==> src/ssd_pkg.sv <==
// Package for the seven-segment scan display unit: types, codes, font.
`timescale 1ns / 1ps
`default_nettype none
package ssd_pkg;

  localparam int DIGITS   = 8;
  localparam int DIGIT_W  = 3;
  localparam int NUM_W    = 32;
  localparam int RADIX_W  = 5;
  localparam int REM_W    = 4;
  localparam int DIV_CNT_W = $clog2(NUM_W);

  localparam logic [2:0] OP_SET_POINT    = 3'd0;
  localparam logic [2:0] OP_CLEAR_POINT  = 3'd1;
  localparam logic [2:0] OP_WRITE_GLYPH  = 3'd2;
  localparam logic [2:0] OP_WRITE_NUMBER = 3'd3;
  localparam logic [2:0] OP_SET_VISIBLE  = 3'd4;
  localparam logic [2:0] OP_SCAN         = 3'd5;

  localparam logic [7:0] POINT_BIT  = 8'h80;
  localparam logic [7:0] GLYPH_BITS = 8'h7F;

  localparam logic [RADIX_W-1:0] RADIX_MIN = 5'd2;
  localparam logic [RADIX_W-1:0] RADIX_MAX = 5'd16;

  typedef struct packed {
    logic [2:0]         operation;
    logic [2:0]         position;
    logic [4:0]         symbol;
    logic [NUM_W-1:0]   number;
    logic [RADIX_W-1:0] radix;
    logic               visible;
  } item_t;

  typedef struct packed {
    logic [2:0] digit_select;
    logic [7:0] segments;
  } result_t;

  typedef enum logic [1:0] {
    ST_IDLE,
    ST_DIVIDE,
    ST_CLEAR
  } state_t;

  // 17-entry font; anything past it is blank
  function automatic logic [7:0] glyph_of(input logic [4:0] idx);
    logic [7:0] g;
    case (idx)
      5'd0:    g = 8'h3F;
      5'd1:    g = 8'h06;
      5'd2:    g = 8'h5B;
      5'd3:    g = 8'h4F;
      5'd4:    g = 8'h66;
      5'd5:    g = 8'h6D;
      5'd6:    g = 8'h7D;
      5'd7:    g = 8'h07;
      5'd8:    g = 8'h7F;
      5'd9:    g = 8'h6F;
      5'd10:   g = 8'h77;
      5'd11:   g = 8'h7C;
      5'd12:   g = 8'h39;
      5'd13:   g = 8'h5E;
      5'd14:   g = 8'h79;
      5'd15:   g = 8'h71;
      5'd16:   g = 8'h40;
      default: g = 8'h00;
    endcase
    return g;
  endfunction

endpackage
`default_nettype wire

==> src/ssd_divider.sv <==
// Bit-serial restoring divider: 32-bit value by a radix of 2 to 16.
`timescale 1ns / 1ps
`default_nettype none
module ssd_divider (
  input  wire logic                        clk,
  input  wire logic                        rst,
  input  wire logic                        go,
  input  wire logic [ssd_pkg::NUM_W-1:0]   dividend,
  input  wire logic [ssd_pkg::RADIX_W-1:0] divisor,
  output logic                             done,
  output logic [ssd_pkg::NUM_W-1:0]        quotient,
  output logic [ssd_pkg::REM_W-1:0]        remainder
);
  import ssd_pkg::*;

  logic                 running;
  logic [DIV_CNT_W-1:0] cnt;
  logic [NUM_W-1:0]     quo;
  logic [REM_W-1:0]     rem;
  logic [RADIX_W-1:0]   dvs;

  logic [REM_W:0]       rem_shift;
  logic                 ge;
  logic [REM_W:0]       rem_diff;
  logic [REM_W-1:0]     rem_next;
  logic [NUM_W-1:0]     quo_next;

  // one quotient bit per cycle, MSB first
  always_comb begin
    rem_shift = {rem, quo[NUM_W-1]};
    ge        = (rem_shift >= dvs);
    rem_diff  = rem_shift - dvs;
    rem_next  = ge ? rem_diff[REM_W-1:0] : rem_shift[REM_W-1:0];
    quo_next  = {quo[NUM_W-2:0], ge};
  end

  always_ff @(posedge clk) begin
    if (rst) begin
      running <= 1'b0;
      done    <= 1'b0;
      cnt     <= '0;
    end else begin
      done <= 1'b0;
      if (running) begin
        cnt <= cnt + 1'b1;
        if (cnt == DIV_CNT_W'(NUM_W - 1)) begin
          running <= 1'b0;
          done    <= 1'b1;
        end
      end else if (go) begin
        running <= 1'b1;
        cnt     <= '0;
      end
    end
  end

  always_ff @(posedge clk) begin
    if (running) begin
      quo <= quo_next;
      rem <= rem_next;
    end else if (go) begin
      quo <= dividend;
      rem <= '0;
      dvs <= divisor;
    end
  end

  assign quotient  = quo;
  assign remainder = rem;

endmodule
`default_nettype wire

==> src/seven_segment_scan_display_unit.sv <==
// Top level of the seven-segment scan display unit: digit store and sequencer.
//
//   port      dir  role
//   command   in   item (operation, position, symbol, number, radix, visible)
//   start     in   item offered; taken when busy is low
//   busy      out  high while a number write runs
//   result    out  scan result (digit_select, segments)
//   strobe    out  result valid for this one cycle
//
// Point, glyph and visible writes and scans leave the unit idle; a scan result
// shows on the cycle after the item is taken. A number write does one
// division by the radix per digit in the single divider, writing each
// remainder digit as it is done, for up to eight digits, then clears
// the unused upper digits one per cycle. Reset clears the store and sets every
// digit visible.
`timescale 1ns / 1ps
`default_nettype none
module seven_segment_scan_display_unit (
  input  wire logic            clk,
  input  wire logic            rst,
  input  wire logic            start,
  input  wire ssd_pkg::item_t  command,
  output logic                 busy,
  output logic                 strobe,
  output ssd_pkg::result_t     result
);
  import ssd_pkg::*;

  state_t state, state_next;

  logic [7:0]           store [DIGITS];
  logic [DIGITS-1:0]    vis_flags;
  logic [DIGIT_W-1:0]   cnt;
  logic [DIGIT_W-1:0]   cnt_next;
  logic [RADIX_W-1:0]   base;

  logic                 accept;
  logic                 pos_ok;
  logic [DIGIT_W-1:0]   rd_addr;
  logic [7:0]           rd_data;

  logic                 wr_en;
  logic [DIGIT_W-1:0]   wr_addr;
  logic [7:0]           wr_data;
  logic                 vis_wr;
  logic                 scan_hit;
  logic [RADIX_W-1:0]   base_next;

  logic                 div_go;
  logic [NUM_W-1:0]     div_dividend;
  logic                 div_done;
  logic [NUM_W-1:0]     div_quo;
  logic [REM_W-1:0]     div_rem;
  logic                 last_digit;

  assign accept     = start && (state == ST_IDLE);
  assign busy       = (state != ST_IDLE);
  assign pos_ok     = (int'(command.position) < DIGITS);
  assign rd_addr    = (state == ST_IDLE) ? command.position : cnt;
  assign rd_data    = store[rd_addr];
  assign last_digit = (cnt == DIGIT_W'(DIGITS - 1));

  always_comb begin
    if (command.radix < RADIX_MIN) begin
      base_next = RADIX_MIN;
    end else if (command.radix > RADIX_MAX) begin
      base_next = RADIX_MAX;
    end else begin
      base_next = command.radix;
    end
  end

  ssd_divider u_div (
    .clk       (clk),
    .rst       (rst),
    .go        (div_go),
    .dividend  (div_dividend),
    .divisor   ((state == ST_IDLE) ? base_next : base),
    .done      (div_done),
    .quotient  (div_quo),
    .remainder (div_rem)
  );

  // next state
  always_comb begin
    state_next = state;
    case (state)
      ST_IDLE: begin
        if (accept && command.operation == OP_WRITE_NUMBER) begin
          state_next = ST_DIVIDE;
        end
      end
      ST_DIVIDE: begin
        if (div_done) begin
          if (last_digit) begin
            state_next = ST_IDLE;
          end else if (div_quo == '0) begin
            state_next = ST_CLEAR;
          end
        end
      end
      ST_CLEAR: begin
        if (last_digit) begin
          state_next = ST_IDLE;
        end
      end
      default: state_next = ST_IDLE;
    endcase
  end

  // outputs of the sequencer
  always_comb begin
    wr_en        = 1'b0;
    wr_addr      = rd_addr;
    wr_data      = rd_data;
    vis_wr       = 1'b0;
    scan_hit     = 1'b0;
    div_go       = 1'b0;
    div_dividend = div_quo;
    cnt_next     = cnt;
    case (state)
      ST_IDLE: begin
        cnt_next     = '0;
        div_dividend = command.number;
        if (accept) begin
          case (command.operation)
            OP_SET_POINT: begin
              wr_en   = pos_ok;
              wr_data = rd_data | POINT_BIT;
            end
            OP_CLEAR_POINT: begin
              wr_en   = pos_ok;
              wr_data = rd_data & GLYPH_BITS;
            end
            OP_WRITE_GLYPH: begin
              wr_en   = pos_ok;
              wr_data = (rd_data & POINT_BIT) | glyph_of(command.symbol);
            end
            OP_WRITE_NUMBER: div_go = 1'b1;
            OP_SET_VISIBLE:  vis_wr = pos_ok;
            OP_SCAN:         scan_hit = 1'b1;
            default: ;
          endcase
        end
      end
      ST_DIVIDE: begin
        if (div_done) begin
          wr_en    = 1'b1;
          wr_data  = (rd_data & POINT_BIT) | glyph_of({1'b0, div_rem});
          cnt_next = cnt + 1'b1;
          // next digit only while quotient is nonzero and digits remain
          div_go   = !last_digit && (div_quo != '0);
        end
      end
      ST_CLEAR: begin
        wr_en    = 1'b1;
        wr_data  = 8'h00;
        cnt_next = cnt + 1'b1;
      end
      default: ;
    endcase
  end

  always_ff @(posedge clk) begin
    if (rst) begin
      state     <= ST_IDLE;
      cnt       <= '0;
      vis_flags <= '1;
      strobe    <= 1'b0;
      for (int i = 0; i < DIGITS; i++) begin
        store[i] <= 8'h00;
      end
    end else begin
      state  <= state_next;
      cnt    <= cnt_next;
      strobe <= scan_hit;
      if (wr_en) begin
        store[wr_addr] <= wr_data;
      end
      if (vis_wr) begin
        vis_flags[command.position] <= command.visible;
      end
    end
  end

  always_ff @(posedge clk) begin
    if (accept) begin
      base <= base_next;
    end
    if (scan_hit) begin
      result.digit_select <= command.position;
      result.segments     <= (pos_ok && vis_flags[command.position]) ? rd_data : 8'h00;
    end
  end

endmodule
`default_nettype wire
==> config.mk <==
export PLATFORM = sky130hd
export DESIGN_NAME = seven_segment_scan_display_unit
export DESIGN_NICKNAME = d
export VERILOG_FILES = /design/src/ssd_pkg.sv /design/src/ssd_divider.sv /design/src/seven_segment_scan_display_unit.sv
export SDC_FILE = /design/constraint.sdc
export NUM_CORES = 1
export LEC_CHECK = 0
export BUFFER_PORTS_ARGS = -buffer_cell sky130_fd_sc_hd__buf_2
export CAP_MARGIN = 40
export CORE_ASPECT_RATIO = 1.4
export CORE_MARGIN = 5
export CORE_UTILIZATION = 60
export CTS_BUF_LIST = sky130_fd_sc_hd__clkbuf_16
export CTS_CLUSTER_SIZE = 12
export DETAILED_ROUTE_END_ITERATION = 10
export GPL_TIMING_DRIVEN = 1
export PLACE_DENSITY = 0.8
export SKIP_CTS_REPAIR_TIMING = 1
export SLEW_MARGIN = 10
export SYNTH_ARGS = -nofsm -noshare
export SYNTH_HDL_FRONTEND = slang
export SYNTH_HIERARCHICAL = 1
export SYNTH_SLANG_ARGS = --single-unit
==> constraint.sdc <==
create_clock -name clk -period 5.9 [get_ports clk]
set_input_delay 1.18 -clock clk [delete_from_list [all_inputs] [get_ports clk]]
set_output_delay 1.18 -clock clk [all_outputs]
set_load 0.05 [all_outputs]
After elaboration in Yosys (flattened, before gate mapping). Memory sizes are Yosys's and may differ from the RTL's. A register that Yosys moved wholly into a read port is not among the register bits. Index checks and enable logic that the tools add are counted.

Bits in registers: 78. Bits in writable memories: 64. ROM bits: 336. Bits of input ports: 52. Output and inout port bits: 13. Memories kept: 3.

$add $sub $neg: 3. $lt $le $gt $ge: 5. Equal/unequal tests: 13. Mux-type cells: 61. Bitwise operators: 3. Reduce and logical (&&, ||, !) cells: 20.

Memory list: (name not given) (depth 32, width 7, read ports 1, clocked after memory_dff 0, wr ports 0, line ssd_pkg.sv:49) `case (idx)`; (name not given) (depth 16, width 7, read ports 1, clocked after memory_dff 1, wr ports 0, line ssd_pkg.sv:49); store (depth 8, width 8, read ports 1, clocked after memory_dff 0, wr ports 8, line seven_segment_scan_display_unit.sv:31) `logic [7:0] store [DIGITS];`.

Operators by type and width (count): $mux 32 (3); $mux 8 (8); $pmux 8 s3 (2); $logic_not 32->1 (1); $reduce_bool 32->1 (1); $mux 5 (5); $mux 1 (24); $mux 4 (4); $or 8x8->8 (2); $mux 2 (5); $eq 3x3->1 const B (3); $mux 3 (3); $pmux 3 s3 (1); $bwmux 8 (1); $reduce_or 8->1 (1); $eq 3x2->1 const B (2); $pmux 2 s3 (1); $reduce_and 2->1 (3); $reduce_bool 2->1 (3); $add 5x1->5 const B (1); $eq 5x5->1 const B (1); $ge 5x5->1 (1); $gt 5x5->1 const B (1); $lt 5x2->1 const B (1); other kinds (23) (27).

Longest topological paths before layout. Gate-level depths: netlist (run 1).

Depth after elaboration: 10. Mapped depth: 10. Gate-level depth less buffers: 9.

Cells and area by module. The synthesis (run 1) kept the hierarchy.

By module, submodules not included: seven_segment_scan_display_unit (times used 1, cells each 539, area each 5838.1 µm², sequential area each 2682.6 µm²); ssd_divider (times used 1, cells each 150, area each 2218.4 µm², sequential area each 1371.3 µm²).

Worst setup path before layout (run 1). No wires, ideal clock.

Path kind: input port to flip-flop. From: in command[48] in the netlist's numbering. To: reg u_div.quo[0], in the netlist u_div/quotient[0], enable pin. Library setup time: 392 ps. Arrival time: 2474 ps. Required time: 5508 ps. Setup slack: 3034 ps. Stages: 5. Path through: and3b_4 > nand3_1 > nand2_1 > nor2_1 > inv_1.

Word-level cells in the longest chain between the ends: 6.

Ends and longest elaborated chain: start: declaration (line seven_segment_scan_display_unit.sv:22) `input wire ssd_pkg::item_t command,`; $eq 3x2->1 (line seven_segment_scan_display_unit.sv:126) `case (command.operation)`; $mux 1 (line seven_segment_scan_display_unit.sv:126); $mux 1 (line seven_segment_scan_display_unit.sv:125) `if (accept) begin`; $pmux 1 s2 (line seven_segment_scan_display_unit.sv:121) `case (state)`; net div_go (line seven_segment_scan_display_unit.sv:49) `logic div_go;`; $reduce_bool 2->1 (no source line); $reduce_and 2->1 (no source line); end signal: assignment (line ssd_divider.sv:59) `quo <= quo_next;`; end signal: assignment (line ssd_divider.sv:62) `quo <= dividend;`; end: declaration (line ssd_divider.sv:18) `logic [NUM_W-1:0] quo;`.

The timed path passes the listed nets, and every way through them passes these cells. A chain may end at the register's enable or synchronous reset.

Worst setup path after layout (run 1).
From: reg state[1]. To: out busy.

Word-level cells in the longest chain between the ends: 1.

Ends and longest elaborated chain: start: declaration (line seven_segment_scan_display_unit.sv:29) `state_t state, state_next;`; start signal: assignment (line seven_segment_scan_display_unit.sv:174) `state <= state_next;`; $reduce_bool 2->1 (line seven_segment_scan_display_unit.sv:57) `assign busy = (state != ST_IDLE);`; end: declaration (line seven_segment_scan_display_unit.sv:23) `output logic busy,`.

Every way passes these cells.

==> reports/qor.json, run 1 <==
{
  "yosys": {
    "synth.distinct_cells": 66,
    "average_instance_area_after_synthesis_sq_um": 11.7,
    "ys_warns": 6,
    "synth_sequential_area_ratio": 0.503,
    "synth.cell_area_sq_um": 8060,
    "synth_enable_flop_cells": 121,
    "syn-instance-count": 689,
    "ys_dominant_reg_cell": "sky130_fd_sc_hd__edfxtp_1",
    "ys_ff_latch": 142,
    "synth.net_count": 769,
    "async_flop_share": 0
  },
  "timing": {
    "fin_setup_tns_ns": 0,
    "rsz0062_at_grt": "no",
    "finalCriticalPeriod_ns": 3.52,
    "worst_clock_skew_ns": 0.00781,
    "final_min_period_over_clock_period": 0.596,
    "clock.fmax_mhz": 284,
    "worst_slew_margin_rel": 0.353,
    "final-setup-viol-count": 0,
    "worst_slew_pin_slew_ns": 0.970,
    "finalHoldViolCount": 0,
    "slew_viol_final": 0
  },
  "place": {
    "detailed_place.area_sq_um": 8560,
    "portBuffers": 64,
    "dp.cells": 913,
    "dp_hpwl_um": 13200,
    "routabilityCongestion": 0.911
  },
  "finish": {
    "drive_above_1_share": 0.302,
    "layoutNonFillerInstCount": 947,
    "leading_cell_type_in_the_layout_fill_and_taps_excluded": "sky130_fd_sc_hd__edfxtp_1",
    "most-common-layout-cells": "sky130_fd_sc_hd__edfxtp_1, sky130_fd_sc_hd__mux2_2, sky130_fd_sc_hd__nand2_1, sky130_fd_sc_hd__buf_2, sky130_fd_sc_hd__nor2_1",
    "stdcell_area_sq_um": 9230,
    "area_delta_synth_final_pct": 14.6,
    "design.final.nets": 832,
    "antenna_diode_count": 0,
    "multi_input_area_sq_um": 3760,
    "fill_count": 964,
    "register_area_sq_um": 4060
  },
  "global_routing": {
    "grt_pass1_wl_um": 30300,
    "grt_start_max_net_pins": 48,
    "via_count_of_the_first_global_routing_pass": 6126,
    "grt.overflow.total": 0,
    "grt_antenna_before_repair": 0,
    "gr-usage-all-layers": 0.243
  },
  "power_and_ir_drop": {
    "static-leakage-power_nw": 3.47,
    "power_density_nw_per_um2": 351,
    "ir_drop_mv": 0.225
  },
  "run_status": {
    "status": "finished clean"
  },
  "floorplanning": {
    "fp.dieW_um": 108,
    "coreArea_sq_um": 13300,
    "die_y_um": 147,
    "dieArea_sq_um": 15900,
    "top_level_ports": 65,
    "starting_density_of_the_core": 0.607,
    "core.rowCount": 50
  },
  "routing": {
    "residual_antenna_violating_net_count_after_detailed_routing": 0,
    "drt-vias-per-instance": 6.20,
    "vias": 5869,
    "postRouteWirelength_um": 18600,
    "met1Wirelength_um": 6680,
    "wl_met2_um": 9910,
    "initialDrtViolationCount": 379,
    "post_drt_wl_per_cell_um": 19.7,
    "remaining_drc_errors": 0,
    "drtPass1Iterations": 5,
    "routed.top_layer": "met4",
    "dr_wl_met3_um": 1140
  },
  "cts": {
    "cts_num_sinks": 142,
    "tritoncts": "done",
    "clk-insertion-delay-late_ns": 0.42,
    "cts_inserted_buffers": 17,
    "clkTransAtPathRegs_ns": 0.06,
    "htree_num_levels": 4,
    "cts_root_buffer": "sky130_fd_sc_hd__clkbuf_16",
    "clock_path_buffers": 2
  },
  "run": {
    "drv.max_cap_violation_count": 0
  },
  "setup_path": {
    "biggest_fanout_along_the_worst_timing_path": 47,
    "critical_path.startpoint_type": "flip-flop",
    "nature_of_the_critical_path_endpoint": "primary output",
    "arrival_ns": 2.34,
    "critPathKind": "flip-flop to primary output",
    "data_required_time_at_the_worst_endpoint_ns": 4.72
  },
  "hold_path": {
    "holdCritPathClass": "flip-flop to flip-flop"
  }
}
## critical path: stages, from the launching register on
cell                      delay (ns)
sky130_fd_sc_hd__dfxtp_1        0.37
sky130_fd_sc_hd__inv_1          0.13
sky130_fd_sc_hd__ha_2           0.28
sky130_fd_sc_hd__buf_4          0.50
sky130_fd_sc_hd__inv_1          0.33
sky130_fd_sc_hd__buf_2          0.30
## cells in the mapped netlist, types with 9 or more instances
| cell type | instances | area (sq um) |
|---|---|---|
| sky130_fd_sc_hd__o22ai_1 | 25 | 156 |
| sky130_fd_sc_hd__mux2_2 | 80 | 901 |
| sky130_fd_sc_hd__a21oi_1 | 28 | 140 |
| sky130_fd_sc_hd__clkbuf_1 | 15 | 56.3 |
| sky130_fd_sc_hd__inv_1 | 21 | 78.8 |
| sky130_fd_sc_hd__mux2i_1 | 37 | 370 |
| sky130_fd_sc_hd__o21ai_1 | 33 | 165 |
| sky130_fd_sc_hd__nor4_1 | 9 | 56.3 |
| sky130_fd_sc_hd__dfxtp_1 | 21 | 420 |
| sky130_fd_sc_hd__o21ai_0 | 15 | 75.1 |
| sky130_fd_sc_hd__ha_1 | 27 | 338 |
| sky130_fd_sc_hd__nand2_1 | 71 | 267 |
| sky130_fd_sc_hd__edfxtp_1 | 121 | 3630 |
| sky130_fd_sc_hd__nor2_1 | 39 | 146 |
## metrics by stage
stage	power [mW]	worst slack (ns)	utilization	hold slack, ns
detailed placement	2.08	2.51	0.646	0.475
finish	3.24	2.38	0.696	0.485
CTS	3.24	2.39	0.694	0.492
global placement	2.03	2.26	0.641	0.459
global route	3.37	2.27	0.696	0.528
floorplan	1.86	3.03	-	0.435
## cell families (layout without fill, tap and decap cells)
logic type,Yosys count,count (layout),share of synthesized area
simple gates,198,198,0.135
compound gates,141,141,0.113
fa+ha+maj,28,28,0.0444
mux,122,122,0.171
buf+inv,57,133,0.0318
xor+xnor,1,1,0.00109
flops,142,142,0.503
## path summary, 6_finish.rpt
path                                                 from                   endpoint  slack (ns)  cells after the start
worst max-delay path                state[1]$_SDFFE_PP0P_                       busy        2.38                      5
worst max register to register      state[1]$_SDFFE_PP0P_  store[1][3]$_SDFFCE_PN0P_        2.43                      8
worst min-delay path            vis_flags[0]$_SDFFE_PP1P_  vis_flags[0]$_SDFFE_PP1P_        0.48                      2
worst min register to register  vis_flags[0]$_SDFFE_PP1P_  vis_flags[0]$_SDFFE_PP1P_        0.48                      2
## final cells by class
| class | count | share of cell area |
|---|---|---|
| inverter | 28 | 0.0114 |
| timing repair buffer | 73 | 0.0472 |
| clock inverter | 15 | 0.0239 |
| tap | 182 | 0.0247 |
| multi-input combinational | 490 | 0.408 |
| clock buffer | 17 | 0.0461 |
| sequential | 142 | 0.439 |
## state kept, by name, indices dropped and copies added (netlist names), 2 cells and up
signal	cells
store	64
u_div/quotient	32
vis_flags	8
state	2
u_div/cnt	5
u_div/dvs	5
cnt	3
u_div/remainder	4
result	11
base	5
## routing by layer
metal | GRT usage | up-vias
met5 | 0 | -
met2 | 0.432 | 266
li1 | - | 2739
met1 | 0.273 | 2801
met3 | 0.0466 | 63
met4 | 0.126 | 0
## power breakdown
| part | total [mW] | internal [mW] | switching [mW] |
|---|---|---|---|
| clock | 1.16 | 0.749 | 0.414 |
| combinational | 0.851 | 0.335 | 0.516 |
| sequential | 1.23 | 1.19 | 0.0404 |
No activity file was read; power rests on OpenSTA's default activity.
==> run 2: changes to the inputs <==
Settings changed: CORE_UTILIZATION 60 to 55, PLACE_DENSITY 0.8 to 0.77.
Clock period 5.9 ns to 3 ns, I/O delays scaled along.
==> run 2 against run 1 <==
  * Critical path type is now flip-flop to flip-flop
  * Final area rose by 0.87%
  * Setup slack got worse by 2.2 ns
  * Largest cell class unchanged
  * Critical endpoint is now store[6][7]$_SDFFCE_PN0P_
  * Non-clock buffer count rose by 18
  * Clock-buffer cell count did not move
  * Highest routed layer unchanged
  * Hold slack got worse by 0.053 ns
  * Sequential share of layout area fell by 0.38 points
  * Register-to-register slack got worse by 2.3 ns
  * Power rose by 95%
  * Clock power rose by 89%
  * Die area rose by 8.3%
  * Clock skew rose by 0.0054 ns
==> reports/qor.json, run 2 (synthesis results as in run 1) <==
{
  "run_status": {
    "status": "finished clean"
  },
  "floorplanning": {
    "fp.dieW": {"value": 112, "unit": "um", "change": "+4.0%"},
    "coreArea": {"value": 14400, "unit": "sq um", "change": "+8.9%"},
    "starting_density_of_the_core": {"value": 0.558, "change": "-0.0497"},
    "die_y": {"value": 153, "unit": "um", "change": "+4.1%"},
    "dieArea": {"value": 17200, "unit": "sq um", "change": "+8.3%"},
    "top_level_ports": {"value": 65, "change": "unchanged"},
    "core.rowCount": {"value": 52, "change": "+4.0%"}
  },
  "place": {
    "portBuffers": {"value": 64, "change": "unchanged"},
    "routabilityCongestion": {"value": 0.971, "change": "+6.6%"},
    "detailedPlace.worstSlack": {"value": 0.245, "unit": "ns", "change": "-2.27 ns"},
    "dp_hpwl": {"value": 13800, "unit": "um", "change": "+4.9%"}
  },
  "global_routing": {
    "grt.overflow.total": {"value": 0, "change": "unchanged"},
    "grt_pass1_wl": {"value": 30700, "unit": "um", "change": "+1.3%"},
    "gr-usage-all-layers": {"value": 0.224, "change": "-0.0195"},
    "grt_start_max_net_pins": {"value": 39, "change": "-19%"},
    "via_count_of_the_first_global_routing_pass": {"value": 6264, "change": "+2.3%"},
    "grt_antenna_before_repair": {"value": 0, "change": "unchanged"}
  },
  "finish": {
    "most-common-layout-cells": "sky130_fd_sc_hd__edfxtp_1, sky130_fd_sc_hd__mux2_2, sky130_fd_sc_hd__nand2_1, sky130_fd_sc_hd__buf_2, sky130_fd_sc_hd__nor2_1",
    "largest_register_ffs": {"value": 64, "change": "unchanged"},
    "design.final.nets": {"value": 850, "change": "+2.2%"},
    "antenna_diode_count": {"value": 0, "change": "unchanged"},
    "leading_cell_type_in_the_layout_fill_and_taps_excluded": "sky130_fd_sc_hd__edfxtp_1",
    "registers.top_by_ff_count": "store",
    "area_delta_synth_final_pct": 15.6,
    "fill_count": {"value": 1130, "change": "+17%"},
    "drive_above_1_share": {"value": 0.318, "change": "+0.0160"},
    "register_area": {"value": 4060, "unit": "sq um", "change": "unchanged"},
    "multi_input_area": {"value": 3760, "unit": "sq um", "change": "-0.13%"}
  },
  "timing": {
    "finalCriticalPeriod_ns": 2.82,
    "worst_slew_pin_slew": {"value": 0.803, "unit": "ns", "change": "-0.168 ns"},
    "finalHoldViolCount": {"value": 0, "change": "unchanged"},
    "slew_viol_final": {"value": 0, "change": "unchanged"},
    "final_min_period_over_clock_period": 0.941,
    "rsz0062_at_grt": "no",
    "worst_clock_skew": {"value": 0.0132, "unit": "ns", "change": "+0.00543 ns"},
    "clock.fmax_mhz": 354,
    "setup_ws": {"value": 0.178, "unit": "ns", "change": "-2.20 ns"},
    "fin_setup_tns": {"value": 0, "unit": "ns", "change": "unchanged"},
    "final-setup-viol-count": {"value": 0, "change": "unchanged"},
    "worst_slew_margin_rel": {"value": 0.464, "change": "+0.111"}
  },
  "cts": {
    "cts_inserted_buffers": {"value": 17, "change": "unchanged"},
    "clkTransAtPathRegs": {"value": 0.06, "unit": "ns", "change": "about the same"},
    "cts_num_sinks": {"value": 142, "change": "unchanged"},
    "clk-insertion-delay-late": {"value": 0.42, "unit": "ns", "change": "about the same"},
    "cts_root_buffer": "sky130_fd_sc_hd__clkbuf_16",
    "clock_path_buffers": {"value": 2, "change": "unchanged"},
    "htree_num_levels": {"value": 4, "change": "unchanged"},
    "tritoncts": "done"
  },
  "hold_path": {
    "holdCritPathClass": "input port to flip-flop",
    "holdCritStartpoint": "command[0]"
  },
  "routing": {
    "post_drt_wl_per_cell": {"value": 19.6, "unit": "um", "change": "-0.49%"},
    "drt-vias-per-instance": {"value": 6.10, "change": "-1.6%"},
    "remaining_drc_errors": {"value": 0, "change": "unchanged"},
    "initialDrtViolationCount": {"value": 311, "change": "-18%"},
    "postRouteWirelength": {"value": 19000, "unit": "um", "change": "+2.1%"},
    "vias": {"value": 5927, "change": "+0.99%"},
    "drtPass1Iterations": {"value": 5, "change": "unchanged"},
    "residual_antenna_violating_net_count_after_detailed_routing": {"value": 0, "change": "unchanged"}
  },
  "power_and_ir_drop": {
    "ir_drop": {"value": 0.354, "unit": "mV", "change": "+57%"},
    "power_density": {"value": 678, "unit": "nW/um^2", "change": "+93%"},
    "static-leakage-power": {"value": 3.54, "unit": "nW", "change": "+1.8%"}
  },
  "setup_path": {
    "cpMaxStageDelayCell": "sky130_fd_sc_hd__mux2i_4",
    "crit_start": "state[1]$_SDFFE_PP0P_",
    "regToRegStartpoint": "state[1]$_SDFFE_PP0P_",
    "arrival": {"value": 3.00, "unit": "ns", "change": "+0.66 ns"},
    "biggest_fanout_along_the_worst_timing_path": {"value": 28, "change": "-40%"},
    "critical_path.max_stage_delay": {"value": 0.45, "unit": "ns", "change": "-0.05 ns"},
    "worstPathCellList": "inv_1, ha_2, mux2i_4, buf_12, mux2_2, o22a_1, a21oi_1, buf_4, nor2_1",
    "critical_path.startpoint_type": "flip-flop",
    "data_required_time_at_the_worst_endpoint": {"value": 3.18, "unit": "ns", "change": "-1.54 ns"},
    "nature_of_the_critical_path_endpoint": "flip-flop",
    "critPathKind": "flip-flop to flip-flop"
  },
  "run": {
    "drv.max_cap_violation_count": {"value": 0, "change": "unchanged"}
  }
}
run 2: cell types whose count changed in the layout (fill, tap and decap cells not counted), sizes merged:
cell / change
clkinvlp: -2
bufinv: -2
inv: +1
buf: +18
clkinv: +3
run 2: power breakdown:
part | leakage, nW | total [mW] | internal, mW | switching [mW]
clock | 0.298 | 2.19 | 1.32 | 0.868
combinational | 1.88 | 1.72 | 0.723 | 0.994
sequential | 1.36 | 2.41 | 2.33 | 0.0766
total | 3.54 | 6.31 | 4.38 | 1.94
run 2: cell type report:
type | instances | share of cell area
Timing Repair Buffer | 91 | 0.0589
Clock inverter | 15 | 0.0198
Sequential cell | 142 | 0.436
Multi-Input combinational cell | 490 | 0.404
Clock buffer | 17 | 0.0457
Tap cell | 189 | 0.0254
Inverter | 28 | 0.0113
run 2: worst max-delay path, delay by kind of cell, from the launching register on:
| kind | cells | cell delay (ns) |
|---|---|---|
| fa+ha+maj | 1 | 0.36 |
| flops | 1 | 0.36 |
| simple gates | 1 | 0.04 |
| buf+inv | 3 | 0.56 |
| mux | 2 | 0.82 |
| compound gates | 2 | 0.43 |
run 2: metal layers:
layer	global-route usage	vias to the layer above	share of wire	wire, um
li1	-	2767	-	-
met1	0.232	2836	0.35	6660
met2	0.415	252	0.54	10300
met3	0.0415	72	0.054	1020
met4	0.129	0	0.052	998
met5	0	-	0	0
run 2: path summary, 6_finish.rpt:
kind	endpoint	slack [ns]	cells past startpoint
hold reg to reg	vis_flags[0]$_SDFFE_PP1P_	0.48	2
setup reg to reg	store[6][7]$_SDFFCE_PN0P_	0.18	9
hold / removal	vis_flags[1]$_SDFFE_PP1P_	0.43	3
setup / recovery	store[6][7]$_SDFFCE_PN0P_	0.18	9
run 2: per-stage QoR:
stage | cell area [sq um] | std cells | power [mW] | hold slack (ns) | util
global route | 9310 | 972 | 6.54 | 0.428 | 0.645
CTS | 9310 | 972 | 6.32 | 0.419 | 0.645
global placement | 8700 | 940 | 4.08 | 0.456 | 0.602
finish | 9310 | 972 | 6.31 | 0.431 | 0.645
detailed placement | 8700 | 940 | 4.14 | 0.467 | 0.602
floorplan | 8060 | 689 | 3.67 | 0.435 | -
